$ cat src/spbpm_pkg.sv
// Shared types and constants for the spectrum band peak meter.
package spbpm_pkg;

    localparam logic [1:0] OP_BIN  = 2'd0;
    localparam logic [1:0] OP_TICK = 2'd1;
    localparam logic [1:0] OP_READ = 2'd2;

    localparam logic [2:0] CFG_BAND_COUNT   = 3'd0;
    localparam logic [2:0] CFG_FLOOR_DB     = 3'd1;
    localparam logic [2:0] CFG_NORM_GAIN    = 3'd2;
    localparam logic [2:0] CFG_ATTACK_COEF  = 3'd3;
    localparam logic [2:0] CFG_RELEASE_COEF = 3'd4;
    localparam logic [2:0] CFG_HOLD_TIME    = 3'd5;
    localparam logic [2:0] CFG_FALL_PER_MS  = 3'd6;

    localparam logic [6:0]         RST_BAND_COUNT   = 7'd64;
    localparam logic signed [15:0] RST_FLOOR_DB     = -16'sd20480;
    localparam logic [25:0]        RST_NORM_GAIN    = 26'd53687091;
    localparam logic [16:0]        RST_ATTACK_COEF  = 17'd32768;
    localparam logic [16:0]        RST_RELEASE_COEF = 17'd6554;
    localparam logic [15:0]        RST_HOLD_TIME    = 16'd1000;
    localparam logic [23:0]        RST_FALL_PER_MS  = 24'd4194;

    localparam logic [23:0] LEVEL_MAX = 24'hFFFFFF;
    localparam int CMDQ_DEPTH = 4;

    typedef enum logic [1:0] {
        CMD_FINISH,
        CMD_TICK,
        CMD_READ
    } cmd_kind_t;

    typedef struct packed {
        cmd_kind_t          kind;
        logic [5:0]         band;
        logic               oor;
        logic signed [15:0] xmax;
        logic [15:0]        elapsed;
    } cmd_t;

    typedef struct packed {
        logic [6:0]         band_count;
        logic signed [15:0] floor_db;
        logic [25:0]        norm_gain;
        logic [16:0]        attack_coef;
        logic [16:0]        release_coef;
        logic [15:0]        hold_time_ms;
        logic [23:0]        fall_per_ms;
    } cfg_t;

    typedef enum logic [2:0] {
        S_IDLE,
        S_READ,
        S_LATCH,
        S_WRITE,
        S_RESULT
    } back_state_t;

endpackage

$ cat src/spbpm_front.sv
// Front part: accepts items, tracks the running maximum and queues commands.
module spbpm_front
    import spbpm_pkg::*;
#(
    parameter int BANDS = 64
)
(
    input  logic               clk,
    input  logic               rst_n,
    input  logic               push,
    output logic               full,
    input  logic [1:0]         opcode,
    input  logic [5:0]         band_index,
    input  logic signed [15:0] bin_db,
    input  logic               last_bin,
    input  logic [15:0]        elapsed_ms,
    input  cfg_t               cfg,
    input  logic               q_full,
    output logic               q_push,
    output cmd_t               q_data
);

    logic signed [15:0] rmax_reg;
    logic signed [15:0] rmax_next;
    logic signed [15:0] new_max;
    logic               accept;
    logic               in_range;

    assign full     = q_full;
    assign accept   = push && !q_full;
    assign new_max  = (bin_db > rmax_reg) ? bin_db : rmax_reg;
    assign in_range = ({1'b0, band_index} < cfg.band_count) && (BANDS > int'(band_index));

    always_comb
    begin
        rmax_next      = rmax_reg;
        q_push         = 1'b0;
        q_data.kind    = CMD_READ;
        q_data.band    = band_index;
        q_data.oor     = !(BANDS > int'(band_index));
        q_data.xmax    = new_max;
        q_data.elapsed = elapsed_ms;
        case (opcode)
            OP_BIN:
            begin
                q_data.kind = CMD_FINISH;
                if (accept)
                begin
                    rmax_next = last_bin ? cfg.floor_db : new_max;
                    q_push    = last_bin && in_range;
                end
            end
            OP_TICK:
            begin
                q_data.kind = CMD_TICK;
                q_push      = accept && (elapsed_ms != '0);
            end
            OP_READ:
            begin
                q_push = accept;
            end
            default:
            begin
                q_push = 1'b0;
            end
        endcase
    end

    always_ff @(posedge clk or negedge rst_n)
    begin
        if (!rst_n)
        begin
            rmax_reg <= RST_FLOOR_DB;
        end
        else
        begin
            rmax_reg <= rmax_next;
        end
    end

endmodule

$ cat config.mk
export PLATFORM = sky130hd
export DESIGN_NAME = spbpm_front
export DESIGN_NICKNAME = d
export VERILOG_FILES = /design/src/spbpm_pkg.sv /design/src/spbpm_front.sv
export SDC_FILE = /design/constraint.sdc
export NUM_CORES = 1
export LEC_CHECK = 0
export ABC_AREA = 1
export BUFFER_PORTS_ARGS = -buffer_cell sky130_fd_sc_hd__buf_2
export CAP_MARGIN = 20
export CORE_AREA = 4 4 84 86
export CTS_CLUSTER_DIAMETER = 100
export DETAILED_ROUTE_END_ITERATION = 6
export DIE_AREA = 0 0 88 90
export GPL_ROUTABILITY_DRIVEN = 0
export MAX_ROUTING_LAYER = met4
export PLACE_DENSITY = 0.84
export SLEW_MARGIN = 15
export SYNTH_ARGS = -nofsm -noshare
export SYNTH_HDL_FRONTEND = slang
export SYNTH_SLANG_ARGS = --single-unit
$ cat constraint.sdc
create_clock -name clk -period 2.13 [get_ports clk]
set_input_delay 0.426 -clock clk [delete_from_list [all_inputs] [get_ports clk]]
set_output_delay 0.426 -clock clk [all_outputs]
set_load 0.01 [all_outputs]
### Word level (Yosys, flattened, before mapping)

Cells that the tools add are included.

| storage, ports and cells | value |
|---|---|
| register bits after elaboration | 16 |
| input port bits | 168 |
| output and inout bits | 43 |
| logic and storage cells | 17 |

| cells by class | value |
|---|---|
| magnitude comparators | 2 |
| eq/ne operators | 2 |
| muxes and demuxes | 5 |
| reduce and logical (&&, ||, !) cells | 7 |

Operator list:

| operator | number |
|---|---|
| 16-bit 2-to-1 mux | 2 |
| 16-bit greater-than comparator | 1 |
| 16-bit nonzero test | 1 |
| 6-bit by 7-bit less-than comparator with 1-bit output | 1 |
| 2-bit one-hot mux with 2 select lines | 1 |
| 1-bit logical AND | 3 |
| 1-bit one-hot mux with 3 select lines | 1 |
| 2-bit by 1-bit == test with 1-bit output, second input constant | 1 |
| 2-bit == test, second input constant | 1 |
| 2-bit logical NOT | 1 |
| 2-bit AND reduction | 1 |
| 1-bit logical NOT | 1 |
| 1-bit 2-to-1 mux | 1 |

### Logic depth before layout (Yosys ltp)

Gate-level depths: netlist (run 1).

| logic depth | value |
|---|---|
| depth in word-level cells | 4 |
| mapped depth | 17 |
| mapped depth without buffers | 16 |

### Worst setup path before layout (run 1)

Ideal clock, no wire load.

| timing | value |
|---|---|
| kind | register to output |
| start point | register rmax_reg[15] |
| end point | output q_data[21] (netlist name) |
| data arrival time | 1,932 ps |
| setup slack | -228 ps |
| cell stages (with the launch flop) | 11 |
| path buffers | 1 |
| path through | dfstp_2 > inv_1 > ha_1 > a21oi_1 > o21ai_0 > a21oi_1 > nand2_1 > nand2_4 > clkbuf_4 > nand4_1 > and2_1 |

RTL lines:

| what | line | text |
|---|---|---|
| start, declared | spbpm_front.sv:23 | `logic signed [15:0] rmax_reg;` |
| start signal, assigned | spbpm_front.sv:77 | `rmax_reg <= rmax_next;` |
| end, declared | spbpm_front.sv:20 | `output cmd_t q_data` |

==> results of run 1 <==
[layer usage]
metal	part of all wire [%]	vias to the layer above
met1	41	1094
met3	13	8
met2	46	110
met5	0	-
met4	0.87	0
li1	-	1192
[per-stage QoR]
stage	std cells	power (mW)	utilization, %	worst slack [ps]	TNS, ps
2_1_floorplan	308	1.65	-	-77.5	-775
3_3_place_gp	492	2.35	44.5	-387	-5560
3_5_place_dp	492	2.40	44.5	-406	-6040
4_1_cts	497	3.01	47.3	-543	-8400
5_1_grt	499	3.52	49.7	-652	-10220
6_report	499	3.28	49.7	-554	-8440
[critical path: stages, from the launching register on]
cell and delay [ps]:
dfstp_2 530, inv_2 50, ha_4 270, nand2_2 70, nor3_4 200, nand2_2 90, nand2_2 90, nand2_4 70
nand3_4 130, buf_12 150, nand2_4 50, and2_4 160, buf_6 120
[kinds of logic after synthesis]
group | count (synthesis)
adders and majority gates | 21
other | 1
DFF | 16
buffers and inverters | 100
AOI/OAI and AO/OA | 30
and+or+nand+nor | 140
[cells in the mapped netlist (2+ instances only)]
| master | number |
|---|---|
| a21oi_1 | 9 |
| nand3_1 | 37 |
| dfstp_2 | 3 |
| nor2_1 | 9 |
| buf_4 | 25 |
| nor4_1 | 4 |
| and2_1 | 16 |
| nand4_1 | 18 |
| dfrtp_1 | 13 |
| nand3_2 | 2 |
| nand2_2 | 2 |
| clkbuf_1 | 6 |
| nand2_1 | 49 |
| o21ai_0 | 17 |
| inv_1 | 65 |
| ha_1 | 21 |
[worst paths after layout]
kind | endpoint | slack (ps)
setup / recovery | q_data[31] | -550
hold / removal | rmax_reg[8] | 90
setup reg to reg | rmax_reg[9] | 90
hold reg to reg | rmax_reg[3] | 600
max in group asynchronous | rmax_reg[13] | 1700
min in group clk | rmax_reg[7] | 480
[cell type report]
type                    instances  area share [%]
inverters                      65            7.83
repair buffers                145            30.7
multi-input cells             192            43.7
well taps                      77            3.09
flip-flops and latches         16            13.0
clock buffers                   4            1.77
[power by group]
| part | switching (mW) | leakage, nW | internal (mW) | total, mW |
|---|---|---|---|---|
| clock network | 0.131 | 0.0288 | 0.165 | 0.295 |
| registers | 0.0343 | 0.191 | 0.412 | 0.446 |
| logic | 1.21 | 1.55 | 1.33 | 2.54 |
| total | 1.37 | 1.77 | 1.90 | 3.28 |
[timing repair]
| item | 4_1_cts | 5_1_grt |
|---|---|---|
| pin swaps | 9 | 9 |
| resized for setup | 24 | 31 |
| setup buffers | 1 | 3 |
| setup endpoints to repair | 16 | 19 |
==> impl_metrics.json, run 1 <==
{
  "antenna_cells_inserted": 0,
  "power.density_mw_per_mm2": 1050,
  "avgSynthCellArea_um2": 6.59,
  "critPathMaxFanout": 6,
  "largest_register_ffs": 16,
  "met3_usage_pct": 7.95,
  "synthSimpleGateAreaFrac_pct": 35.1,
  "ys_ff_latch": 16,
  "h-tree-depth": 1,
  "via_count": 2404,
  "hold_slack_ps": 89.4,
  "drv_cap": 0,
  "min_period_ps": 2680,
  "fin_worst_skew_ps": 8.08,
  "start_util_pct": 32.3,
  "ir_drop_uv": 727,
  "synth_edf_count": 0,
  "netlist_instances": 308,
  "reg2regPathDepth": 12,
  "coreArea_mm2": 0.00628,
  "seq_area_um2": 404,
  "holdBufCountCts": 0,
  "cts_root_buf": "clkbuf_8",
  "seq_area_frac_synth_pct": 19.9,
  "synthFlopType": "dfrtp_1",
  "layout_common_cells": "buf_2 (93), inv_1 (60), nand3_1 (35)",
  "synthAdderAreaFrac_pct": 12.9,
  "layout-drive-gt1-share_pct": 49.8,
  "clock_path_buffers": 2,
  "synth_top_area_share_pct": 16.0,
  "hold_viol_final": 0,
  "grtUsageMet1_pct": 20.8,
  "grt.total_usage_pct": 18.6,
  "netlist_top_cells_area": "dfrtp_1 (16%), ha_1 (13%), inv_1 (12%), buf_4 (9.2%), nand3_1 (9.1%)",
  "rr_startpoint": "rmax_reg[15]",
  "busiest_layer": "met2",
  "fillCellCount": 643,
  "numCtsBuffers": 3,
  "required_ps": 1700,
  "p_leak_nw": 1.77,
  "fmax_mhz": 373,
  "grt_max_degree": 33,
  "setup_violations": 16,
  "wl_per_cell_um": 15.4,
  "hp-class": "primary input to asynchronous set/reset pin",
  "cts.sinks": 16,
  "dieArea_mm2": 0.00792,
  "synth_xor_area_share_pct": 0,
  "worst_setup_path_start_kind": "flop",
  "overflow": 0,
  "drt-pass1-iter-count": 4,
  "yosys.cell_types.count": 28,
  "synth_compound_area_share_pct": 7.95,
  "clkLatencyLatePin_ps": 260,
  "path_class": "flop to primary output",
  "row_count": 29,
  "wl_mm": 7.70,
  "antenna_found_initial": 0,
  "synth_top_area_cell": "dfrtp_1",
  "slew_violations": 0,
  "clkTransAtPathRegs_ps": 80,
  "syn-cell-area_mm2": 0.00203,
  "dr.first_iter.drc_count": 120,
  "yosys_warnings": 0,
  "end_kind": "primary output",
  "syn_nets": 497,
  "startpoint": "rmax_reg[13]",
  "outcome": "finished, violations left",
  "grt_pass1_vias": 2450,
  "drc": 0,
  "area_delta_synth_final_pct": 53.6,
  "vias_per_cell": 4.82,
  "multi_input_comb_area_mm2": 0.00136,
  "min_period_over_period_pct": 126,
  "arrival_ps": 2260,
  "finalInstanceArea_mm2": 0.00312,
  "hpwl_mm": 5.96,
  "synth_top_family_by_area": "simple AND/OR/NAND/NOR gates",
  "muxShareOfSynthArea_pct": 0,
  "post_dp_cell_area_mm2": 0.00280,
  "port_buffers": 109,
  "worst_slack_ps": -554,
  "rsz0062_at_grt": "yes",
  "die_w_um": 88,
  "final_common_cell": "buf_2",
  "antenna_left": 0,
  "io_pins": 211,
  "async_flop_share_pct": 100,
  "die_y_um": 90,
  "grtUsageMet2_pct": 30.4,
  "failed_checks": "negative setup slack",
  "num-nets-final": 612,
  "grt_pass1_wl_mm": 11.3,
  "tritoncts": "built"
}
Note: power is estimated with default switching activity, not from simulation.
==> inputs of run 2 (changes only) <==
--- a/config.mk
+++ b/config.mk
@@ -8,13 +8,14 @@
 export ABC_AREA = 1
 export BUFFER_PORTS_ARGS = -buffer_cell sky130_fd_sc_hd__buf_2
 export CAP_MARGIN = 20
-export CORE_AREA = 4 4 84 86
+export CORE_AREA = 4 4 107 68
 export CTS_CLUSTER_DIAMETER = 100
+export CTS_CLUSTER_SIZE = 20
 export DETAILED_ROUTE_END_ITERATION = 6
-export DIE_AREA = 0 0 88 90
+export DIE_AREA = 0 0 111 72
 export GPL_ROUTABILITY_DRIVEN = 0
 export MAX_ROUTING_LAYER = met4
-export PLACE_DENSITY = 0.84
+export PLACE_DENSITY = 0.82
 export SLEW_MARGIN = 15
 export SYNTH_ARGS = -nofsm -noshare
 export SYNTH_HDL_FRONTEND = slang
==> run 2 against run 1 <==
  * Via count rose by 4.2%
  * Clock skew fell by 6.4 ps
  * Critical endpoint is now q_data[21]
  * Fmax fell by 1.9%
  * Clock-buffer cell count did not move
  * The run still ends with negative setup slack left
  * Critical path depth did not move
  * Largest power group unchanged
  * Final area rose by 2.1%
  * Routed wire length rose by 3.2%
  * Sequential share of layout area fell by 0.27 points
==> impl_metrics.json, run 2 (synthesis results as in run 1) <==
{
  "arrival_ps": 2310,
  "end_kind": "primary output",
  "drt-pass1-iter-count": 4,
  "grt.total_usage_pct": 18.7,
  "fin_worst_skew_ps": 1.71,
  "finalInstanceArea_mm2": 0.00318,
  "combPwrFrac_pct": 77.9,
  "rsz0062_at_grt": "yes",
  "tritoncts": "built",
  "min_period_ps": 2740,
  "clock_path_buffers": 2,
  "dieArea_mm2": 0.00799,
  "power.density_mw_per_mm2": 1060,
  "antenna_found_initial": 0,
  "min_period_over_period_pct": 128,
  "failed_checks": "negative setup slack",
  "required_ps": 1700,
  "largest_register_ffs": 16,
  "worst_slack_ps": -606,
  "grt_max_degree": 33,
  "post_dp_cell_area_mm2": 0.00275,
  "worst_setup_path_start_kind": "flop",
  "seq_area_um2": 404,
  "grt_pass1_wl_mm": 11.8,
  "drc": 0,
  "p_sw_mw": 1.42,
  "via_count": 2504,
  "p_leak_nw": 1.76,
  "die_w_um": 111,
  "dr.first_iter.drc_count": 190,
  "fillCellCount": 587,
  "multi_input_comb_area_mm2": 0.00142,
  "hold_slack_ps": 87.9,
  "antenna_left": 0,
  "hold_viol_final": 0,
  "clkTransAtPathRegs_ps": 70,
  "drv_cap": 0,
  "slew_violations": 0,
  "wl_per_cell_um": 15.7,
  "path_class": "flop to primary output",
  "holdBufCountCts": 0,
  "layout_common_cells": "buf_2 (94), inv_1 (58), nand3_1 (37)",
  "antenna_cells_inserted": 0,
  "cts.sinks": 16,
  "switching_share_pct": 42.3,
  "p_seq_share_pct": 13.4,
  "h-tree-depth": 1,
  "num-nets-final": 610,
  "startpoint": "rmax_reg[15]",
  "fmax_mhz": 366,
  "p_int_mw": 1.94,
  "overflow": 0,
  "total_power_mw": 3.37,
  "wl_mm": 7.95,
  "final_common_cell": "buf_2",
  "start_util_pct": 31.6,
  "die_y_um": 72,
  "hp-class": "primary input to asynchronous set/reset pin",
  "cts_root_buf": "clkbuf_8",
  "coreArea_mm2": 0.00642,
  "clockPowerShare_pct": 8.7,
  "vias_per_cell": 4.94,
  "io_pins": 211,
  "port_buffers": 109,
  "rr_startpoint": "rmax_reg[15]",
  "outcome": "finished, violations left",
  "ir_drop_uv": 439,
  "grt_pass1_vias": 2522,
  "clkLatencyLatePin_ps": 260,
  "setup_violations": 16,
  "hpwl_mm": 5.85,
  "row_count": 23,
  "area_delta_synth_final_pct": 56.9,
  "critPathMaxFanout": 5,
  "numCtsBuffers": 3,
  "layout-drive-gt1-share_pct": 50.7
}
[run 2: per-stage QoR]
stage	util (%)	setup TNS [ps]	cells	worst slack (ps)
CTS	45.2	-8430	505	-552
global placement	42.9	-6750	498	-454
detailed placement	42.9	-7730	498	-510
global route	49.6	-10670	507	-691
floorplan	-	-775	308	-77.5
finish	49.6	-9370	507	-606
[run 2: final cells by class]
| class | count | area share [%] |
|---|---|---|
| Timing Repair Buffer | 143 | 30.0 |
| Sequential cell | 16 | 12.7 |
| Tap cell | 87 | 3.42 |
| Multi-Input combinational cell | 192 | 44.5 |
| Inverter | 65 | 7.66 |
| Clock buffer | 4 | 1.73 |
[run 2: final timing paths]
kind                                 to  slack (ps)  depth (start not counted)
min reg2reg                rmax_reg[12]         620                          4
max                          q_data[21]        -610                         12
max in group asynchronous  rmax_reg[12]        1710                          1
max reg2reg                rmax_reg[15]          30                         11
min                         rmax_reg[4]          90                          1
min in group clk            rmax_reg[7]         490                          5
[run 2: power by group through the flow]
stage / clock (mW) / sequential, mW / combinational (mW)
final: 0.292 / 0.452 / 2.62
after CTS: 0.295 / 0.444 / 2.03
after floorplan: 0 / 0.439 / 1.21
after detailed placement: 0 / 0.450 / 1.84
after global routing: 0.304 / 0.459 / 2.84
after global placement: 0 / 0.444 / 1.78
[run 2: critical path: stages (launching register included)]
cell	delay (ps)
dfstp_2	530
inv_2	50
ha_4	280
nand2_2	100
nor2_1	220
a21oi_4	100
nand2_2	100
nand2_4	80
nand3_4	120
clkbuf_16	170
nand2_2	50
and2_4	130
buf_6	110
[run 2: layer usage]
layer  vias up  track usage [%]  share of wire (%)
li1       1196                -                  -
met1      1142             21.2                 39
met2       140             32.9                 49
met3        26             4.33                8.0
met4         0             6.83                3.5
met5         -                -                  0
[run 2: what timing repair did]
| action | 4_1_cts | 5_1_grt |
|---|---|---|
| setup endpoints to repair | 16 | 23 |
| resized for setup | 13 | 51 |
| buffers inserted | 3 | 1 |
| pin swaps | 2 | 13 |
| cloned | 0 | 1 |
