`config.mk`:
```
export PLATFORM = sky130hd
export DESIGN_NAME = spbpm_cmd_fifo
export DESIGN_NICKNAME = d
export VERILOG_FILES = /design/src/spbpm_pkg.sv /design/src/spbpm_cmd_fifo.sv
export SDC_FILE = /design/constraint.sdc
export NUM_CORES = 1
export LEC_CHECK = 0
export ABC_CLOCK_PERIOD_IN_PS = 2700
export BUFFER_PORTS_ARGS = -buffer_cell sky130_fd_sc_hd__buf_4
export CORE_ASPECT_RATIO = 0.6
export CORE_UTILIZATION = 45
export CTS_CLUSTER_DIAMETER = 200
export DETAILED_ROUTE_END_ITERATION = 8
export HOLD_SLACK_MARGIN = 0.02
export PLACE_DENSITY_LB_ADDON = 0.12
export SYNTH_ARGS = -nofsm -noshare
export SYNTH_HDL_FRONTEND = slang
export SYNTH_SLANG_ARGS = --single-unit
```
`constraint.sdc`:
```
create_clock -name clk -period 2.7 [get_ports clk]
set_input_delay 0.54 -clock clk [delete_from_list [all_inputs] [get_ports clk]]
set_output_delay 0.54 -clock clk [all_outputs]
set_load 0.005 [all_outputs]
```
`src/spbpm_pkg.sv`:
```
// Shared types and constants for the spectrum band peak meter.
package spbpm_pkg;

    localparam logic [1:0] OP_BIN  = 2'd0;
    localparam logic [1:0] OP_TICK = 2'd1;
    localparam logic [1:0] OP_READ = 2'd2;

    localparam logic [2:0] CFG_BAND_COUNT   = 3'd0;
    localparam logic [2:0] CFG_FLOOR_DB     = 3'd1;
    localparam logic [2:0] CFG_NORM_GAIN    = 3'd2;
    localparam logic [2:0] CFG_ATTACK_COEF  = 3'd3;
    localparam logic [2:0] CFG_RELEASE_COEF = 3'd4;
    localparam logic [2:0] CFG_HOLD_TIME    = 3'd5;
    localparam logic [2:0] CFG_FALL_PER_MS  = 3'd6;

    localparam logic [6:0]         RST_BAND_COUNT   = 7'd64;
    localparam logic signed [15:0] RST_FLOOR_DB     = -16'sd20480;
    localparam logic [25:0]        RST_NORM_GAIN    = 26'd53687091;
    localparam logic [16:0]        RST_ATTACK_COEF  = 17'd32768;
    localparam logic [16:0]        RST_RELEASE_COEF = 17'd6554;
    localparam logic [15:0]        RST_HOLD_TIME    = 16'd1000;
    localparam logic [23:0]        RST_FALL_PER_MS  = 24'd4194;

    localparam logic [23:0] LEVEL_MAX = 24'hFFFFFF;
    localparam int CMDQ_DEPTH = 4;

    typedef enum logic [1:0] {
        CMD_FINISH,
        CMD_TICK,
        CMD_READ
    } cmd_kind_t;

    typedef struct packed {
        cmd_kind_t          kind;
        logic [5:0]         band;
        logic               oor;
        logic signed [15:0] xmax;
        logic [15:0]        elapsed;
    } cmd_t;

    typedef struct packed {
        logic [6:0]         band_count;
        logic signed [15:0] floor_db;
        logic [25:0]        norm_gain;
        logic [16:0]        attack_coef;
        logic [16:0]        release_coef;
        logic [15:0]        hold_time_ms;
        logic [23:0]        fall_per_ms;
    } cfg_t;

    typedef enum logic [2:0] {
        S_IDLE,
        S_READ,
        S_LATCH,
        S_WRITE,
        S_RESULT
    } back_state_t;

endpackage

```
`src/spbpm_cmd_fifo.sv`:
```
// Short command queue between the front and back parts.
module spbpm_cmd_fifo
    import spbpm_pkg::*;
(
    input  logic clk,
    input  logic rst_n,
    input  logic push,
    input  cmd_t din,
    output logic full,
    input  logic pop,
    output cmd_t dout,
    output logic empty
);

    localparam int PW = $clog2(CMDQ_DEPTH);

    cmd_t          slot_reg [CMDQ_DEPTH];
    logic [PW-1:0] wp_reg;
    logic [PW-1:0] rp_reg;
    logic [PW:0]   cnt_reg;

    assign full  = (cnt_reg == (PW+1)'(CMDQ_DEPTH));
    assign empty = (cnt_reg == '0);
    assign dout  = slot_reg[rp_reg];

    always_ff @(posedge clk)
    begin
        if (push && !full)
        begin
            slot_reg[wp_reg] <= din;
        end
    end

    always_ff @(posedge clk or negedge rst_n)
    begin
        if (!rst_n)
        begin
            wp_reg  <= '0;
            rp_reg  <= '0;
            cnt_reg <= '0;
        end
        else
        begin
            if (push && !full)
            begin
                wp_reg <= wp_reg + 1'b1;
            end
            if (pop && !empty)
            begin
                rp_reg <= rp_reg + 1'b1;
            end
            cnt_reg <= cnt_reg + (PW+1)'(push && !full) - (PW+1)'(pop && !empty);
        end
    end

endmodule

```
Word-level counts from Yosys, hierarchy flattened
Memory sizes are Yosys's and may differ from the RTL's.
Index checks and enable logic that the tools add are counted.

storage, ports and cells
  flip-flop bits (word level) = 7
  bits in writable memories = 164
  bits of input ports = 45
  logic and storage cells = 16
  memories kept = 1

operators by class
  $add $sub $neg = 4
  eq/ne operators = 1
  mux-type cells = 2
  reductions and logical operators = 5

memory list
  name      depth  width  rd ports  clocked after Yosys merged registers in  write ports  line                  source
  slot_reg  4      41     1         0                                        1            spbpm_cmd_fifo.sv:17  cmd_t slot_reg [CMDQ_DEPTH];

operators by type and width
  kind                                                           number
  2-bit by 1-bit adder with 2-bit output, second input constant  2
  3-bit by 1-bit adder with 3-bit output                         1
  3-bit == test, second input constant                           1
  3-bit zero test                                                1
  3-bit by 1-bit subtractor with 3-bit output                    1
  1-bit logical AND                                              2
  1-bit zero test                                                2
  1-bit two-way mux                                              2

Depth between registers and ports, before layout
Gate-level depths: netlist of the first run.

  depth after elaboration = 5
  mapped depth = 8
  mapped depth without buffers = 8

Worst setup path after synthesis of the first run
OpenSTA, ideal clock, no wires.

  path kind = reg2reg
  start = register cnt_reg[2]
  end = memory slot_reg[0][0] (netlist name) (enable)
  arrival = 1.715 ns
  required time = 2.297 ns
  slack = 0.582 ns
  cell stages (with the launch flop) = 3
  path buffers = 0
  period minus slack after synthesis = 2.118 ns
  path through = dfrtp_1 > nor3b_4 > and3b_1

between the ends
  cells in the longest elaborated chain, start to end = 5

RTL lines
  element                                  line                  source
  start: declaration                       spbpm_cmd_fifo.sv:20  logic [PW:0] cnt_reg;
  start signal: assignment                 spbpm_cmd_fifo.sv:52  cnt_reg <= cnt_reg + (PW+1)'(push && !full) - (PW+1)'(pop && !empty);
  3-bit == test                            spbpm_cmd_fifo.sv:22  assign full = (cnt_reg == (PW+1)'(CMDQ_DEPTH));
  via full                                 spbpm_cmd_fifo.sv:9   output logic full,
  1-bit zero test                          spbpm_cmd_fifo.sv:28  if (push && !full)
  1-bit logical AND                        spbpm_cmd_fifo.sv:28
  1-bit two-way mux                        spbpm_cmd_fifo.sv:28
  1-bit two-way mux (not written as such)  spbpm_cmd_fifo.sv:30  slot_reg[wp_reg] <= din;
  end: declaration                         spbpm_cmd_fifo.sv:17

The timed path passes the listed nets, and every way through them passes these cells.

==> run summary, run 1 <==
Status: complete, no violations
Layout cells sized above 1: 47.68%
Worst R2R Path Depth: 8
DRC errors left: 0
Routed WL: 11050 um
Largest area contributor in the netlist: edfxtp_1
Combinational Power Share: 30.2%
Max reg flops: 164
Die H: 94.69 um
Post-synth design cell area: 6444 um^2
Placed Area: 7390 um^2
Min-delay src: din[4]
# diodes: 0
WL per Instance: 19.05 um
Clock root buffer: clkbuf_16
ANT nets after route: 0
Global Route Usage Sum: 16.14%
Pins Over Slew Limit: 0
Final worst slack: 0.2389 ns
Post-synthesis register bit count: 171
Register area share after synthesis: 79.15%
Required @ worst endpoint: 2.16 ns
Synthesis Warnings: 0
Register area: 5105 um^2
Worst Tran Pin Value: 0.4610 ns
Setup TNS: 0 ns
Rel. slew slack: 69.26%
Final worst-path cycle share: 91.15%
Later-pin clock latency in the skew report: 0.42 ns
Initial DRC Count: 140
Endpoints failing setup: 0
RSZ-0062 raised after global routing: no
Final hold viol count: 0
WP data arrival: 1.92 ns
Min Hold Slack: 0.3158 ns
Initial antenna violation count: 0
CTS tree: done
Clock Skew: 0.009176 ns
Sink Count: 171
Worst Hold Class: in -> reg
Die width: 156.5 um
DRT Pass-1 Iters: 4
Core ar.: 13830 um^2
Category of the most critical setup path: reg -> out
Worst setup SP type: register
Hold Path Depth: 1
Post-synthesis area per instance: 25.17 um^2
Worst-path fanout max: 15
Setup crit end kind: primary output
# rows: 33
TritonCTS Buffers: 17
Yosys cell types: 21
Area added between synthesis and finish: 24.93%
Yosys top cell area share: 76.43%
Clock slew at reported path FFs: 0.07 ns
# nets final: 427
Largest net degree at the start of global routing: 30
Cell Pwr Density: 1081 nW/um^2
Post-cts gate resize count: 0
Ranking of synthesized cells by area: edfxtp_1 (76%), mux4_2 (13%), dfrtp_1 (2.7%), buf_12 (1.2%), mux4_1 (1.2%)
Maximum vdd drop: 402.2 uV
Max-cap viol count: 0
Buffers on Ports: 87
Leak Pwr: 2.827 nW
Psw: 2.364 mW
Area of the multi-input gates: 1211 um^2
RD Place Congestion: 0.7356
Vias/cell: 5.045
Reg2Reg Capture Point: cnt_reg[2]$_DFF_PN0_
Design area: 8050 um^2
Place WS: 0.4864 ns
Reg-to-reg critical path startpoint: cnt_reg[1]$_DFF_PN0_
Fill count: 1031
Clock buffer depth: 2
Io pins: 88
Grt total ovfl: 0
Internal reg-to-reg setup slack: 0.50 ns
Vias in the first global route: 3007
Cell count after synthesis: 256
Htree depth: 4
Cell Int Power: 6.339 mW
Reg power frac: 43.4%
Switching share of power: 27.16%
Worst Hold End: slot_reg[0][4]$_DFFE_PP_
Via count: 2926
Die ar.: 14820 um^2
Hpwl dp: 7050 um
FMAX: 0.4063 GHz
Starting Density: 46.59%
Clk pwr share: 26.5%
Minimum clock period: 2.461 ns
First-pass GRT wire length: 16660 um
Mapped Nets: 308
[worst max path at each step]
stage / start / endpoint / slack [ns] / cells past startpoint
after CTS: rp_reg[0]$_DFFE_PN0P_ / dout[13] / 0.03 / 3
after detailed placement: cnt_reg[1]$_DFF_PN0_ / cnt_reg[2]$_DFF_PN0_ / 0.49 / 8
after global routing: rp_reg[0]$_DFFE_PN0P_ / dout[35] / 0.16 / 3
after global placement: rp_reg[0]$_DFFE_PN0P_ / dout[17] / 0.52 / 3
final: rp_reg[0]$_DFFE_PN0P_ / dout[13] / 0.24 / 3
after floorplan: cnt_reg[2]$_DFF_PN0_ / slot_reg[0][0]$_DFFE_PP_ / 0.58 / 2
[cell usage after synthesis, drive strengths merged]
library cell / n
nand4bb: 2
nand2b: 4
nor3: 1
nor3b: 1
clkbuf: 1
xnor2: 4
inv: 6
o311ai: 1
fa: 1
mux4: 41
dfrtp: 7
o211ai: 2
nand2: 1
ha: 6
and3b: 4
edfxtp: 164
buf: 9
o31ai: 1
[power by group through the flow]
stage	sequential, mW	clock [mW]	combinational, mW
after floorplan	3.68	0	1.58
after global placement	3.85	0	2.51
after detailed placement	3.88	0	2.53
after CTS	3.83	2.35	2.54
after global routing	3.83	2.44	2.86
final	3.77	2.30	2.63
[layout make-up]
type,instances,share of cell area [%]
clock inverter,14,1.725
multi-input combinational,69,15.05
timing repair buffer,110,11.22
inverter,6,0.2798
clock buffer,18,5.331
tap,192,2.984
sequential,171,63.41
[per-stage QoR]
step	total power, mW	instances	util, %
after floorplan	5.267	256	-
after global placement	6.367	536	53.42
after detailed placement	6.413	536	53.42
after CTS	8.720	569	57.60
after global routing	9.136	580	58.20
final	8.703	580	58.20
[kinds of logic after synthesis]
kind of cell / after synthesis / share of synthesized area [%]
DFF: 171 / 79.15
muxes: 41 / 14.50
xor gates and xnor gates: 4 / 0.5436
and+or+nand+nor: 13 / 1.708
adders and majority gates: 7 / 1.476
buffers and inverters: 16 / 2.136
AOI/OAI and AO/OA: 4 / 0.4854
[cells in the final DEF, fill, tap and decap left out, types with 5 or more instances in the layout]
master | netlist | final
inv_1 | 6 | 6
dfrtp_1 | 7 | 5
clkinv_4 | 0 | 5
mux4_2 | 38 | 38
buf_12 | 4 | 6
buf_4 | 0 | 103
ha_1 | 6 | 6
edfxtp_1 | 164 | 164
clkbuf_16 | 0 | 17
[worst max-delay path, cell delays in order (launching register included)]
cell	delay [ns]
dfrtp_4	0.55
buf_4	0.26
mux4_2	0.53
buf_4	0.15
[what timing repair did]
action,4_1_cts,5_1_grt
endpoints found under the hold margin,7,0
setup buffers,0,11
endpoints found under the setup margin,0,9
hold buffers,1,0
[layer usage]
metal	up-vias	track usage, %	wire [um]
met5	-	0	0
met4	0	5.882	116
met3	13	6.654	707
met2	79	24.59	5181
met1	1503	20.99	5046
li1	1331	-	-
No activity file was read; power rests on OpenSTA's default activity.
==> run 2: changes to the inputs <==
==> constraint.sdc (replaced) <==
create_clock -name clk -period 2.7 [get_ports clk]
set_input_delay 0.135 -clock clk [delete_from_list [all_inputs] [get_ports clk]]
set_output_delay 0.135 -clock clk [all_outputs]
set_load 0.005 [all_outputs]
==> run 2 against run 1 <==
Effect of this change:
- sequential cell count did not move
- die area stayed put
- fmax increased by 6.1%
- cell count increased by 4.8%
- register-to-register slack is essentially flat
- non-clock buffer count rose by 29
- total power is 0.52% higher
- first-iteration DRC count fell by 23%
- critical path type unchanged
- critical endpoint is now dout[24]
- highest routed layer unchanged
==> run summary, run 2 (synthesis gave the netlist of run 1 again) <==
DRC errors left: 0 (unchanged)
Required @ worst endpoint: 2.57 ns (+0.41 ns)
Max reg flops: 164 (unchanged)
Hpwl dp: 6484 um (-8.0%)
Clock slew at reported path FFs: 0.06 ns (about the same)
Worst Hold Class: in -> reg
Status: complete, no violations
Clock Skew: 0.006448 ns (-0.002728 ns)
Io pins: 88 (unchanged)
WP data arrival: 2.18 ns (+0.26 ns)
# Post-CTS Setup Buffers: 0 (unchanged)
Category of the most critical setup path: reg -> out
Setup crit end kind: primary output
Buffers on Ports: 87 (unchanged)
TritonCTS Buffers: 17 (unchanged)
Sink Count: 171 (unchanged)
Die H: 94.69 um (unchanged)
Worst setup SP type: register
Rel. slew slack: 61.84% (-7.4 points)
Vias in the first global route: 3146 (+4.6%)
Most frequent cells in the layout: edfxtp_1 (164), buf_4 (90), dlygate4sd3_1 (43), mux4_2 (38), clkbuf_16 (17)
Max-cap viol count: 0 (unchanged)
Largest net degree at the start of global routing: 42 (+40%)
Worst-path fanout max: 27 (+12)
Global Route Usage Sum: 16.37% (+0.23 points)
Pins Over Slew Limit: 0 (unchanged)
FMAX: 0.4311 GHz (+6.1%)
Layout cells sized above 1: 40.87% (-6.8 points)
Initial antenna violation count: 0 (unchanged)
WL per Instance: 18.25 um (-4.2%)
Cell Pwr Density: 1041 nW/um^2 (-3.7%)
ANT nets after route: 0 (unchanged)
RSZ-0062 raised after global routing: no
RD Place Congestion: 0.6937 (-5.7%)
Reg-to-reg critical path startpoint: cnt_reg[1]$_DFF_PN0_
Post-cts gate resize count: 0 (unchanged)
Maximum vdd drop: 518.3 uV (+29%)
Hold Path Depth: 3 (+2)
Worst R2R Path Depth: 8 (unchanged)
Final hold viol count: 0 (unchanged)
Reg2Reg Capture Point: cnt_reg[2]$_DFF_PN0_
Starting Density: 46.59% (unchanged)
Clock root buffer: clkbuf_16
Later-pin clock latency in the skew report: 0.41 ns (about the same)
Area added between synthesis and finish: 30.37%
Most common cell after layout, fill and taps aside: edfxtp_1
Leak Pwr: 2.939 nW (+3.9%)
Final worst-path cycle share: 85.91% (-5.2 points)
Via count: 3007 (+2.8%)
# rows: 33 (unchanged)
# nets final: 456 (+6.8%)
CTS tree: done
Grt total ovfl: 0 (unchanged)
Post-Layout Cell Count: 608 (+4.8%)
Worst Tran Pin Value: 0.5724 ns (+0.1114 ns)
Core ar.: 13830 um^2 (unchanged)
Inst Count DP: 534 (-0.37%)
Register area: 5105 um^2 (unchanged)
Fill count: 999 (-3.1%)
Minimum clock period: 2.319 ns (-0.1416 ns)
DRT Pass-1 Iters: 4 (unchanged)
Htree depth: 4 (unchanged)
Vias/cell: 4.946 (-2.0%)
Internal reg-to-reg setup slack: 0.51 ns (about the same)
First-pass GRT wire length: 17190 um (+3.1%)
# hold bufs at CTS: 43 (+42)
Die width: 156.5 um (unchanged)
# diodes: 0 (unchanged)
Setup TNS: 0 ns (unchanged)
Worst Hold End: wp_reg[1]$_DFFE_PN0P_
Area of the multi-input gates: 1211 um^2 (unchanged)
Clock buffer depth: 2 (unchanged)
Initial DRC Count: 108 (-23%)
Endpoints failing setup: 0 (unchanged)
Routed WL: 11090 um (+0.39%)
Die ar.: 14820 um^2 (unchanged)
Min-delay src: push
[run 2: cell count changes in the layout (fill, tap and decap cells not counted), sizes merged]
cell	previous run	this run
dlygate4sd3	1	43
buf	109	96
clkinv	7	3
clkinvlp	2	5
bufinv	1	3
clkbuf	18	17
inv	10	9
[run 2: worst max-delay path: stages, from the launching register on]
cell and delay, ns:
dfrtp_4 0.79, buf_12 0.24, mux4_2 0.55, buf_4 0.16
[run 2: worst max-delay path by stage]
stage | from | endpoint | depth (start not counted)
floorplan | cnt_reg[2]$_DFF_PN0_ | slot_reg[0][0]$_DFFE_PP_ | 2
global placement | cnt_reg[1]$_DFF_PN0_ | cnt_reg[2]$_DFF_PN0_ | 8
detailed placement | cnt_reg[1]$_DFF_PN0_ | cnt_reg[2]$_DFF_PN0_ | 8
CTS | rp_reg[0]$_DFFE_PN0P_ | dout[24] | 3
global route | rp_reg[0]$_DFFE_PN0P_ | dout[24] | 3
finish | rp_reg[0]$_DFFE_PN0P_ | dout[24] | 3
[run 2: where the power goes]
group	leakage, nW	switching (mW)	internal (mW)
sequential	1.58	0.345	3.50
combinational	1.08	0.992	1.47
clock	0.273	0.983	1.45
total	2.94	2.32	6.43
[run 2: final cells by class]
type / instances / share of cell area (%)
clock buffer: 17 / 5.064
clock inverter: 14 / 2.026
inverter: 6 / 0.2681
multi-input combinational: 69 / 14.42
sequential: 171 / 60.77
tap: 192 / 2.860
timing repair buffer: 139 / 14.60
[run 2: stage by stage]
step           util, %  total power [mW]  hold WS, ns  instance area (um^2)  worst slack [ns]
2_1_floorplan        -             5.267      -0.1606                  6444            0.5824
3_5_place_dp     53.32             6.388     -0.04149                  7375            0.5034
6_report         60.73             8.748      0.04385                  8401            0.3805
3_3_place_gp     53.32             6.344     -0.04492                  7375            0.5537
4_1_cts          60.73             8.887      0.02475                  8401            0.3350
5_1_grt          60.73             9.181      0.03714                  8401            0.2789
[run 2: metal layers]
metal  track usage, %  wire [um]  up-vias
met5                0          0        -
met4            4.902         64        0
met3            5.691        593        5
met2            26.00       5331       73
met1            21.54       5103     1550
li1                 -          -     1379
